File: src/rtl/spq_pkg.sv
`timescale 1ns / 1ps

package spq_pkg;

    typedef enum logic [1:0] {
        REQ_ENQ = 2'd0,
        REQ_DEQ = 2'd1,
        REQ_CLR = 2'd2
    } req_t;

    typedef enum logic [1:0] {
        ST_OK    = 2'd0,
        ST_UNDER = 2'd1,
        ST_OVER  = 2'd2
    } status_t;

    // Operation broadcast to every cell of the chain in the same cycle.
    typedef struct packed {
        logic enq;
        logic deq;
        logic clr;
    } cell_ctrl_t;

endpackage

File: src/rtl/spq_cell.sv
`timescale 1ns / 1ps

module spq_cell #(
    parameter int VALUE_WIDTH = 16,
    parameter int PRIO_WIDTH  = 16
) (
    input  logic                    clk,
    input  logic                    rst_n,
    input  spq_pkg::cell_ctrl_t     ctrl,
    input  logic [VALUE_WIDTH-1:0]  new_value,
    input  logic [PRIO_WIDTH-1:0]   new_priority,
    input  logic                    left_take,
    input  logic                    left_valid,
    input  logic [VALUE_WIDTH-1:0]  left_value,
    input  logic [PRIO_WIDTH-1:0]   left_priority,
    input  logic                    right_valid,
    input  logic [VALUE_WIDTH-1:0]  right_value,
    input  logic [PRIO_WIDTH-1:0]   right_priority,
    output logic                    take,
    output logic                    cell_valid,
    output logic [VALUE_WIDTH-1:0]  cell_value,
    output logic [PRIO_WIDTH-1:0]   cell_priority,
    output logic                    valid_next,
    output logic [VALUE_WIDTH-1:0]  value_next,
    output logic [PRIO_WIDTH-1:0]   priority_next
);

    logic                   valid_reg;
    logic [VALUE_WIDTH-1:0] value_reg;
    logic [PRIO_WIDTH-1:0]  priority_reg;

    // A strict compare keeps a new entry behind all entries of equal priority.
    assign take = !valid_reg || (priority_reg > new_priority);

    always_comb
    begin
        valid_next    = valid_reg;
        value_next    = value_reg;
        priority_next = priority_reg;
        if (ctrl.clr)
        begin
            valid_next = 1'b0;
        end
        else if (ctrl.deq)
        begin
            valid_next    = right_valid;
            value_next    = right_value;
            priority_next = right_priority;
        end
        else if (ctrl.enq && take)
        begin
            if (left_take)
            begin
                valid_next    = left_valid;
                value_next    = left_value;
                priority_next = left_priority;
            end
            else
            begin
                valid_next    = 1'b1;
                value_next    = new_value;
                priority_next = new_priority;
            end
        end
    end

    always_ff @(posedge clk or negedge rst_n)
    begin
        if (!rst_n)
        begin
            valid_reg <= 1'b0;
        end
        else
        begin
            valid_reg <= valid_next;
        end
    end

    always_ff @(posedge clk)
    begin
        value_reg    <= value_next;
        priority_reg <= priority_next;
    end

    assign cell_valid    = valid_reg;
    assign cell_value    = value_reg;
    assign cell_priority = priority_reg;

endmodule

File: src/rtl/sorted_priority_queue.sv
`timescale 1ns / 1ps

// Channel   Handshake              Beat contents
// request   req_valid/req_ready    req_type, item_value, item_priority
// response  rsp_valid/rsp_ready    status, is_empty, entry_count, head_value, head_priority
//
// Every cell of the chain decides its next entry from its own compare and its
// neighbors, so all cells update together and one request can be taken per cycle
// when no response is stalled. The response appears in the cycle after its request beat.
// A stalled response register holds off new requests; it is freed by rsp_ready
// in the same cycle. Reset empties the queue; stored payloads are not cleared.
module sorted_priority_queue #(
    parameter int CAPACITY    = 16,
    parameter int VALUE_WIDTH = 16,
    parameter int PRIO_WIDTH  = 16
) (
    input  logic                         clk,
    input  logic                         rst_n,
    input  logic                         req_valid,
    output logic                         req_ready,
    input  logic [1:0]                   req_type,
    input  logic [VALUE_WIDTH-1:0]       item_value,
    input  logic [PRIO_WIDTH-1:0]        item_priority,
    output logic                         rsp_valid,
    input  logic                         rsp_ready,
    output logic [1:0]                   status,
    output logic                         is_empty,
    output logic [$clog2(CAPACITY+1)-1:0] entry_count,
    output logic [VALUE_WIDTH-1:0]       head_value,
    output logic [PRIO_WIDTH-1:0]        head_priority
);

    localparam int CNT_W = $clog2(CAPACITY + 1);

    logic                   accept;
    logic                   full;
    logic                   empty;
    spq_pkg::cell_ctrl_t    ctrl;
    spq_pkg::status_t       status_next;
    logic [CNT_W-1:0]       count_reg;
    logic [CNT_W-1:0]       count_next;

    logic                   take_w      [CAPACITY];
    logic                   valid_w     [CAPACITY];
    logic [VALUE_WIDTH-1:0] value_w     [CAPACITY];
    logic [PRIO_WIDTH-1:0]  priority_w  [CAPACITY];
    logic                   valid_nx_w  [CAPACITY];
    logic [VALUE_WIDTH-1:0] value_nx_w  [CAPACITY];
    logic [PRIO_WIDTH-1:0]  priority_nx_w [CAPACITY];

    logic                   rsp_valid_reg;
    spq_pkg::status_t       status_reg;
    logic [CNT_W-1:0]       rsp_count_reg;
    logic [VALUE_WIDTH-1:0] head_value_reg;
    logic [PRIO_WIDTH-1:0]  head_priority_reg;

    assign req_ready = !rsp_valid_reg || rsp_ready;
    assign accept    = req_valid && req_ready;
    assign full      = (count_reg == CNT_W'(CAPACITY));
    assign empty     = (count_reg == '0);

    always_comb
    begin
        ctrl        = '0;
        status_next = spq_pkg::ST_OK;
        count_next  = count_reg;
        case (spq_pkg::req_t'(req_type))
            spq_pkg::REQ_ENQ:
            begin
                if (full)
                begin
                    status_next = spq_pkg::ST_OVER;
                end
                else
                begin
                    ctrl.enq   = accept;
                    count_next = count_reg + CNT_W'(1);
                end
            end
            spq_pkg::REQ_DEQ:
            begin
                if (empty)
                begin
                    status_next = spq_pkg::ST_UNDER;
                end
                else
                begin
                    ctrl.deq   = accept;
                    count_next = count_reg - CNT_W'(1);
                end
            end
            spq_pkg::REQ_CLR:
            begin
                ctrl.clr   = accept;
                count_next = '0;
            end
            default:
            begin
                count_next = count_reg;
            end
        endcase
    end

    genvar gi;
    generate
        for (gi = 0; gi < CAPACITY; gi++)
        begin : g_cell
            logic                   l_take;
            logic                   l_valid;
            logic [VALUE_WIDTH-1:0] l_value;
            logic [PRIO_WIDTH-1:0]  l_priority;
            logic                   r_valid;
            logic [VALUE_WIDTH-1:0] r_value;
            logic [PRIO_WIDTH-1:0]  r_priority;

            if (gi == 0)
            begin : g_first
                assign l_take     = 1'b0;
                assign l_valid    = 1'b0;
                assign l_value    = '0;
                assign l_priority = '0;
            end
            else
            begin : g_mid_l
                assign l_take     = take_w[gi-1];
                assign l_valid    = valid_w[gi-1];
                assign l_value    = value_w[gi-1];
                assign l_priority = priority_w[gi-1];
            end

            if (gi == CAPACITY - 1)
            begin : g_last
                assign r_valid    = 1'b0;
                assign r_value    = '0;
                assign r_priority = '0;
            end
            else
            begin : g_mid_r
                assign r_valid    = valid_w[gi+1];
                assign r_value    = value_w[gi+1];
                assign r_priority = priority_w[gi+1];
            end

            spq_cell #(
                .VALUE_WIDTH (VALUE_WIDTH),
                .PRIO_WIDTH  (PRIO_WIDTH)
            ) u_cell (
                .clk            (clk),
                .rst_n          (rst_n),
                .ctrl           (ctrl),
                .new_value      (item_value),
                .new_priority   (item_priority),
                .left_take      (l_take),
                .left_valid     (l_valid),
                .left_value     (l_value),
                .left_priority  (l_priority),
                .right_valid    (r_valid),
                .right_value    (r_value),
                .right_priority (r_priority),
                .take           (take_w[gi]),
                .cell_valid     (valid_w[gi]),
                .cell_value     (value_w[gi]),
                .cell_priority  (priority_w[gi]),
                .valid_next     (valid_nx_w[gi]),
                .value_next     (value_nx_w[gi]),
                .priority_next  (priority_nx_w[gi])
            );
        end
    endgenerate

    always_ff @(posedge clk or negedge rst_n)
    begin
        if (!rst_n)
        begin
            count_reg     <= '0;
            rsp_valid_reg <= 1'b0;
        end
        else
        begin
            if (accept)
            begin
                count_reg <= count_next;
            end
            if (accept)
            begin
                rsp_valid_reg <= 1'b1;
            end
            else if (rsp_ready)
            begin
                rsp_valid_reg <= 1'b0;
            end
        end
    end

    // The head reported is the front cell as it stands after this request.
    always_ff @(posedge clk)
    begin
        if (accept)
        begin
            status_reg        <= status_next;
            rsp_count_reg     <= count_next;
            head_value_reg    <= valid_nx_w[0] ? value_nx_w[0] : '0;
            head_priority_reg <= valid_nx_w[0] ? priority_nx_w[0] : '0;
        end
    end

    assign rsp_valid     = rsp_valid_reg;
    assign status        = status_reg;
    assign is_empty      = (rsp_count_reg == '0);
    assign entry_count   = rsp_count_reg;
    assign head_value    = head_value_reg;
    assign head_priority = head_priority_reg;

`ifndef NO_ASSERTIONS
    a_rsp_after_req: assert property (@(posedge clk) disable iff (!rst_n)
        accept |=> rsp_valid)
        else $error("request beat produced no response");

    a_count_matches_front: assert property (@(posedge clk) disable iff (!rst_n)
        (count_reg == '0) == !valid_w[0])
        else $error("entry count disagrees with front cell occupancy");

    a_overflow_full: assert property (@(posedge clk) disable iff (!rst_n)
        (rsp_valid && status == spq_pkg::ST_OVER) |-> (entry_count == CNT_W'(CAPACITY)))
        else $error("overflow reported while queue not full");

    a_underflow_empty: assert property (@(posedge clk) disable iff (!rst_n)
        (rsp_valid && status == spq_pkg::ST_UNDER) |-> (is_empty && head_priority == '0))
        else $error("underflow reported on a non-empty queue");
`endif

endmodule

File: config.mk
export PLATFORM = sky130hd
export DESIGN_NAME = sorted_priority_queue
export DESIGN_NICKNAME = d
export VERILOG_FILES = /design/src/rtl/spq_pkg.sv /design/src/rtl/spq_cell.sv /design/src/rtl/sorted_priority_queue.sv
export SDC_FILE = /design/constraint.sdc
export NUM_CORES = 2
export LEC_CHECK = 0
export BUFFER_PORTS_ARGS = -buffer_cell sky130_fd_sc_hd__buf_2
export CORE_ASPECT_RATIO = 1.2
export CORE_UTILIZATION = 40
export CTS_CLUSTER_SIZE = 16
export DETAILED_ROUTE_END_ITERATION = 8
export PLACE_DENSITY = 0.51
export SETUP_SLACK_MARGIN = 0.5
export SYNTH_ARGS = -nofsm -noshare
export SYNTH_HDL_FRONTEND = slang
export SYNTH_SLANG_ARGS = --single-unit
File: constraint.sdc
create_clock -name clk -period 5.34 [get_ports clk]
set_input_delay 0.534 -clock clk [delete_from_list [all_inputs] [get_ports clk]]
set_output_delay 0.534 -clock clk [all_outputs]
set_load 0.03 [all_outputs]
* Yosys cells after proc, flatten, opt, wreduce, memory -nomap -nowiden
Index checks and enable logic that the tools add are counted.
Operators by class: add/sub/neg operators 2, $lt $le $gt $ge 16, equality and inequality tests 3, mux-type cells 170, bitwise logic cells 1, reductions and logical operators 100
Operator list (count):
- 16-bit 2-to-1 mux | 94
- 16-bit > comparator | 16
- 1-bit 2-to-1 mux | 71
- 3-bit nonzero test | 15
- 2-bit nonzero test | 16
- 2-bit AND reduction | 15
- 1-bit logical AND | 17
- 1-bit zero test | 17
- 1-bit logical OR | 17
- 5-bit case mux with 3 select lines | 1
- 5-bit zero test | 2
- 5-bit 2-to-1 mux | 2
- 5-bit by 1-bit adder with 5-bit output (second input constant) | 1
- 5-bit equality test (second input constant) | 1
- 5-bit by 1-bit subtractor with 5-bit output (second input constant) | 1
- 2-bit case mux with 2 select lines | 1
- 2-bit by 1-bit equality test with 1-bit output (second input constant) | 1
- 2-bit equality test (second input constant) | 1
- 2-bit zero test | 1
- 2-bit 2-to-1 mux | 1
- 1-bit NOT | 1
Storage, ports and cells: register bits after elaboration 573, input bits 38, word-level logic and storage cells 346

* Depth between registers and ports, before layout
depth in word-level cells 9, gate-level depth with buffers 12, depth with buffers taken out 8

* By module
A second synthesis with hierarchy kept.
Second synthesis, totals: cells, all modules 3933, area, all modules 39559.2 um^2
Modules (own cells, without submodules):
- spq_cell (g_cell[0].u_cell ...) | times used 8, cells an instance 260, area an instance 2497.4 um^2, sequential area each 665.6 um^2
- spq_cell (g_cell[2].u_cell ...) | times used 8, cells an instance 212, area an instance 2190.9 um^2, sequential area each 665.6 um^2
- sorted_priority_queue | times used 1, cells an instance 157, area an instance 2053.2 um^2, sequential area each 1321.3 um^2

* Worst setup path before layout
No wires, ideal clock.
path type input -> register, from input port item_priority[14], to register g_cell[14].u_cell.priority_reg[0], enable pin, setup time 0.466 ns, arrival 5.217 ns, required time 4.874 ns, slack -0.342 ns, stages on the path 12, buffers on the path 4, path through clkbuf_1 inv_1 clkbuf_1 ha_1 nand4_1 or3_1 a21oi_1 or4b_2 a21boi_0 buf_2 buf_2 o21ai_0
On the way: cells in the longest elaborated chain, start to end 5
Ends and longest elaborated chain:
- from (decl) | RTL line sorted_priority_queue.sv:23 | input logic [PRIO_WIDTH-1:0] item_priority,
- 16-bit > comparator | RTL line spq_cell.sv:33 | assign take = !valid_reg || (priority_reg > new_priority);
- 1-bit logical OR | RTL line spq_cell.sv:33
- 1-bit logical AND | RTL line spq_cell.sv:50 | else if (ctrl.enq && take)
- 2-bit nonzero test (no line)
- 2-bit AND reduction (no line)
- to (signal assigned) | RTL line spq_cell.sv:82 | priority_reg <= priority_next;
- to (decl) | RTL line spq_cell.sv:30 | logic [PRIO_WIDTH-1:0] priority_reg;
Every way passes these cells. A chain may end at the register's enable or synchronous reset.

* Worst setup path in the final report
from input port item_priority[8], to register g_cell[14].u_cell.value_reg[7], data pin
On the way: cells in the longest elaborated chain, start to end 5
Ends and longest elaborated chain:
- 16-bit > comparator | RTL line spq_cell.sv:33
- 1-bit logical OR | RTL line spq_cell.sv:33
- 16-bit 2-to-1 mux | RTL line spq_cell.sv:52 | if (left_take)
- 16-bit 2-to-1 mux | RTL line spq_cell.sv:50
- 16-bit 2-to-1 mux | RTL line spq_cell.sv:44 | else if (ctrl.deq)
- to (signal assigned) | RTL line spq_cell.sv:81 | value_reg <= value_next;
- to (decl) | RTL line spq_cell.sv:29 | logic [VALUE_WIDTH-1:0] value_reg;
Every way passes these cells. The select of a mux whose other input is x is not followed.

==> impl_metrics.toml <==
[status]
status = "complete, no violations"

[clocking]
clock_path_buffers = 3
cts.sinks = 573
cts_root_buf = "clkbuf_16"
cts_tree = "yes"
cts_resized = 0
clk_pin_slew_ps = 60
cts_made_buffers = 69
htreeDepth = 3
clk_latency_ps = 660

[logic_synthesis]
yosys_warnings = 0
ys_seq_area_frac = 0.400
synth-seq-cells = 573
synth_ff_type = "edfxtp_1"
netlist.area_leader.share = 0.372
async_flop_share = 0.0384
synth_edf_count = 519
ys_types = 80
synthCells = 4421
synth_area_leaders = "edfxtp_1 (37%), o221a_2 (10%), ha_1 (7.7%)"
synth_fp_nets = 4717
syn_avg_cell_area_um2 = 9.48
syn-cell-area_um2 = 41900
yosys.area.top_type = "edfxtp_1"

[floorplanning]
dieArea_um2 = 106000
fp-row-count = 129
io_pins = 80
core_um2 = 103000
die_h_um = 357
initial_core_util = 0.405
die_x_um = 298

[placement]
routabilityCongestion = 0.839
post_dp_cell_area_um2 = 43200
dpl.cell_count = 5499
hpwlAfterDp_um = 93400
io_buffers = 79

[layout]
final_area_um2 = 45400
multi_input_area_um2 = 22900
fillCellCount = 9811
nets = 4492
layout.area.seq_um2 = 16800
syn_to_final_growth_pct = 8.35
fin_cells = 5628
post_route_cells_drive_above_1_share = 0.193

[routing]
met1_length_um = 56300
top_layer = "met4"
met2_wirelength_um = 62300
drt-total-wl_um = 126000
drtIter0Drc = 3095
drc = 0
dr_total_vias = 34400
met3_length_um = 4660
drtAntennaViolNets = 0
wl_per_cell_um = 22.4
vias_per_cell = 6.11
drt_pass1_iterations = 6

[sta]
slew_viol_final = 0
period_needed_ps = 3810
max_slew_margin = 0.294
grt_setup_unrepaired = "false"
setup_tns_ps = 0
skew_ps = 22.5
fmaxAchievable_mhz = 263
finalHoldWorstSlack_ps = 183
period_share = 0.713
hold_viol = 0
tightestPinTransition_ps = 1050
setup_viol = 0

[critical_path]
startpoint_type = "input pin"
cp-startpoint = "item_priority[8]"
reg2reg_depth = 9
critPathRequiredTime_ps = 5850
critPathMaxFanout = 20
arrival_ps = 4320
r2r_setup_slack_ps = 1580
endpoint = "g_cell[14].u_cell.cell_value[7]$_DFFE_PP_"
r2r-end = "head_value[4]$_SDFFCE_PN0P_"
crit_type = "input pin to flip-flop"
worst_setup_path_end_kind = "flip-flop"
r2r-start = "count_reg[0]$_DFFE_PN0P_"

[global_route]
gr-total-overflow = 0
grt_start_max_net_pins = 238
grt_pass1_vias = 32700
grt_pass1_wl_um = 197000
grt_antenna_before_repair = 0
track_usage = 0.232

[power]
power_mw = 18.7
power.density_nw_per_um2 = 412
irDropWorstVdd_v = 0.000307
p_leak_nw = 15.9

[job]
maxCapViolations = 0

[worst_hold_path]
hold_path_class = "input pin to flip-flop"
[cell type report]
| cell class | count | area share |
|---|---|---|
| diodes | 1 | 0.0000551 |
| clock buffers | 95 | 0.0415 |
| clock inverters | 32 | 0.00771 |
| inverters | 81 | 0.00669 |
| multi-input cells | 3264 | 0.504 |
| flip-flops and latches | 573 | 0.370 |
| well taps | 1375 | 0.0379 |
| repair buffers | 207 | 0.0324 |
[routing by layer]
metal,vias up,global-route usage
met5,-,0
met4,0,0.0688
met3,139,0.0198
met2,816,0.408
met1,16500,0.302
li1,16900,-
[critical path: stages]
cell	delay (ps)
buf_2	400
inv_1	480
buf_4	330
ha_1	290
nand4_1	190
nor4_4	560
a211oi_1	200
o21ai_2	640
buf_4	410
o221a_2	230
[cells in the final DEF, fill, tap and decap left out, drive strengths merged, types with 19 or more instances in the layout]
cell | Yosys | routed
o21ai | 561 | 561
nand2 | 541 | 541
edfxtp | 519 | 519
o221a | 416 | 416
ha | 258 | 258
buf | 151 | 206
nand2b | 200 | 200
o22ai | 198 | 198
a21oi | 143 | 143
nand3 | 127 | 127
nor2 | 126 | 126
clkbuf | 352 | 95
inv | 80 | 86
a211oi | 80 | 80
a21o | 71 | 71
nand4 | 64 | 64
a31o | 60 | 60
o211ai | 43 | 43
mux2i | 43 | 43
a311oi | 32 | 32
dfxtp | 32 | 32
nor2b | 24 | 24
nor3 | 22 | 22
o21a | 22 | 22
dfrtp | 22 | 22
a221oi | 20 | 20
or4 | 19 | 19
clkinv | 1 | 19
[per-stage QoR]
step	utilization	setup WS, ps
after floorplan	-	526
after global placement	0.417	920
after detailed placement	0.417	930
after CTS	0.439	1610
after global routing	0.439	1340
final	0.439	1530
[cell usage after synthesis, drive strengths merged (15+ instances only)]
cell and n:
a311oi 32, o22ai 198, or4 19, o221a 416, a221oi 20, a41o 16, nor2b 24, o31ai 15
nand3 127, buf 151, o211ai 43, nand2 541, a21o 71, dfxtp 32, ha 258, o21a 22
dfrtp 22, a21oi 143, a211oi 80, nor2 126, o21ai 561, edfxtp 519, nand4 64, inv 80
mux2i 43, clkbuf 352, a31o 60, o32a 15, nand2b 200, nor3 22, o32ai 16, o41ai 18
[worst min path at each step]
stage,startpoint,to,cells past startpoint,slack [ps]
6_report,req_valid,rsp_valid$_DFFE_PN0P_,3,180
5_1_grt,req_valid,rsp_valid$_DFFE_PN0P_,3,210
4_1_cts,req_valid,rsp_valid$_DFFE_PN0P_,3,140
3_5_place_dp,g_cell[0].u_cell.cell_value[6]$_DFF_P_,g_cell[0].u_cell.cell_value[6]$_DFF_P_,2,480
3_3_place_gp,g_cell[0].u_cell.cell_value[15]$_DFF_P_,g_cell[0].u_cell.cell_value[15]$_DFF_P_,2,470
2_1_floorplan,rst_n,count_reg[0]$_DFFE_PN0P_,0,240
[report_power, final]
group / switching [mW] / internal [mW] / leakage, nW
combinational: 4.12 / 3.01 / 9.59
clock: 2.06 / 2.74 / 1.09
sequential: 0.583 / 6.17 / 5.27
total: 6.77 / 11.9 / 15.9
[kinds of logic (layout without fill, tap and decap cells)]
group | Yosys count | count (layout) | synth area share
compound gates | 1789 | 1789 | 0.320
simple gates | 1169 | 1169 | 0.133
buf+inv | 584 | 415 | 0.0580
flops | 573 | 573 | 0.400
fa+ha+maj | 258 | 258 | 0.0770
mux | 47 | 47 | 0.0113
xor+xnor | 1 | 1 | 0.000209
other cells | 0 | 1 | 0
[timing repair]
item,CTS,global route
hold buffers,1,0
hold endpoints to repair,22,0
buffers inserted,0,0
Power figures use the tool's default switching activity.
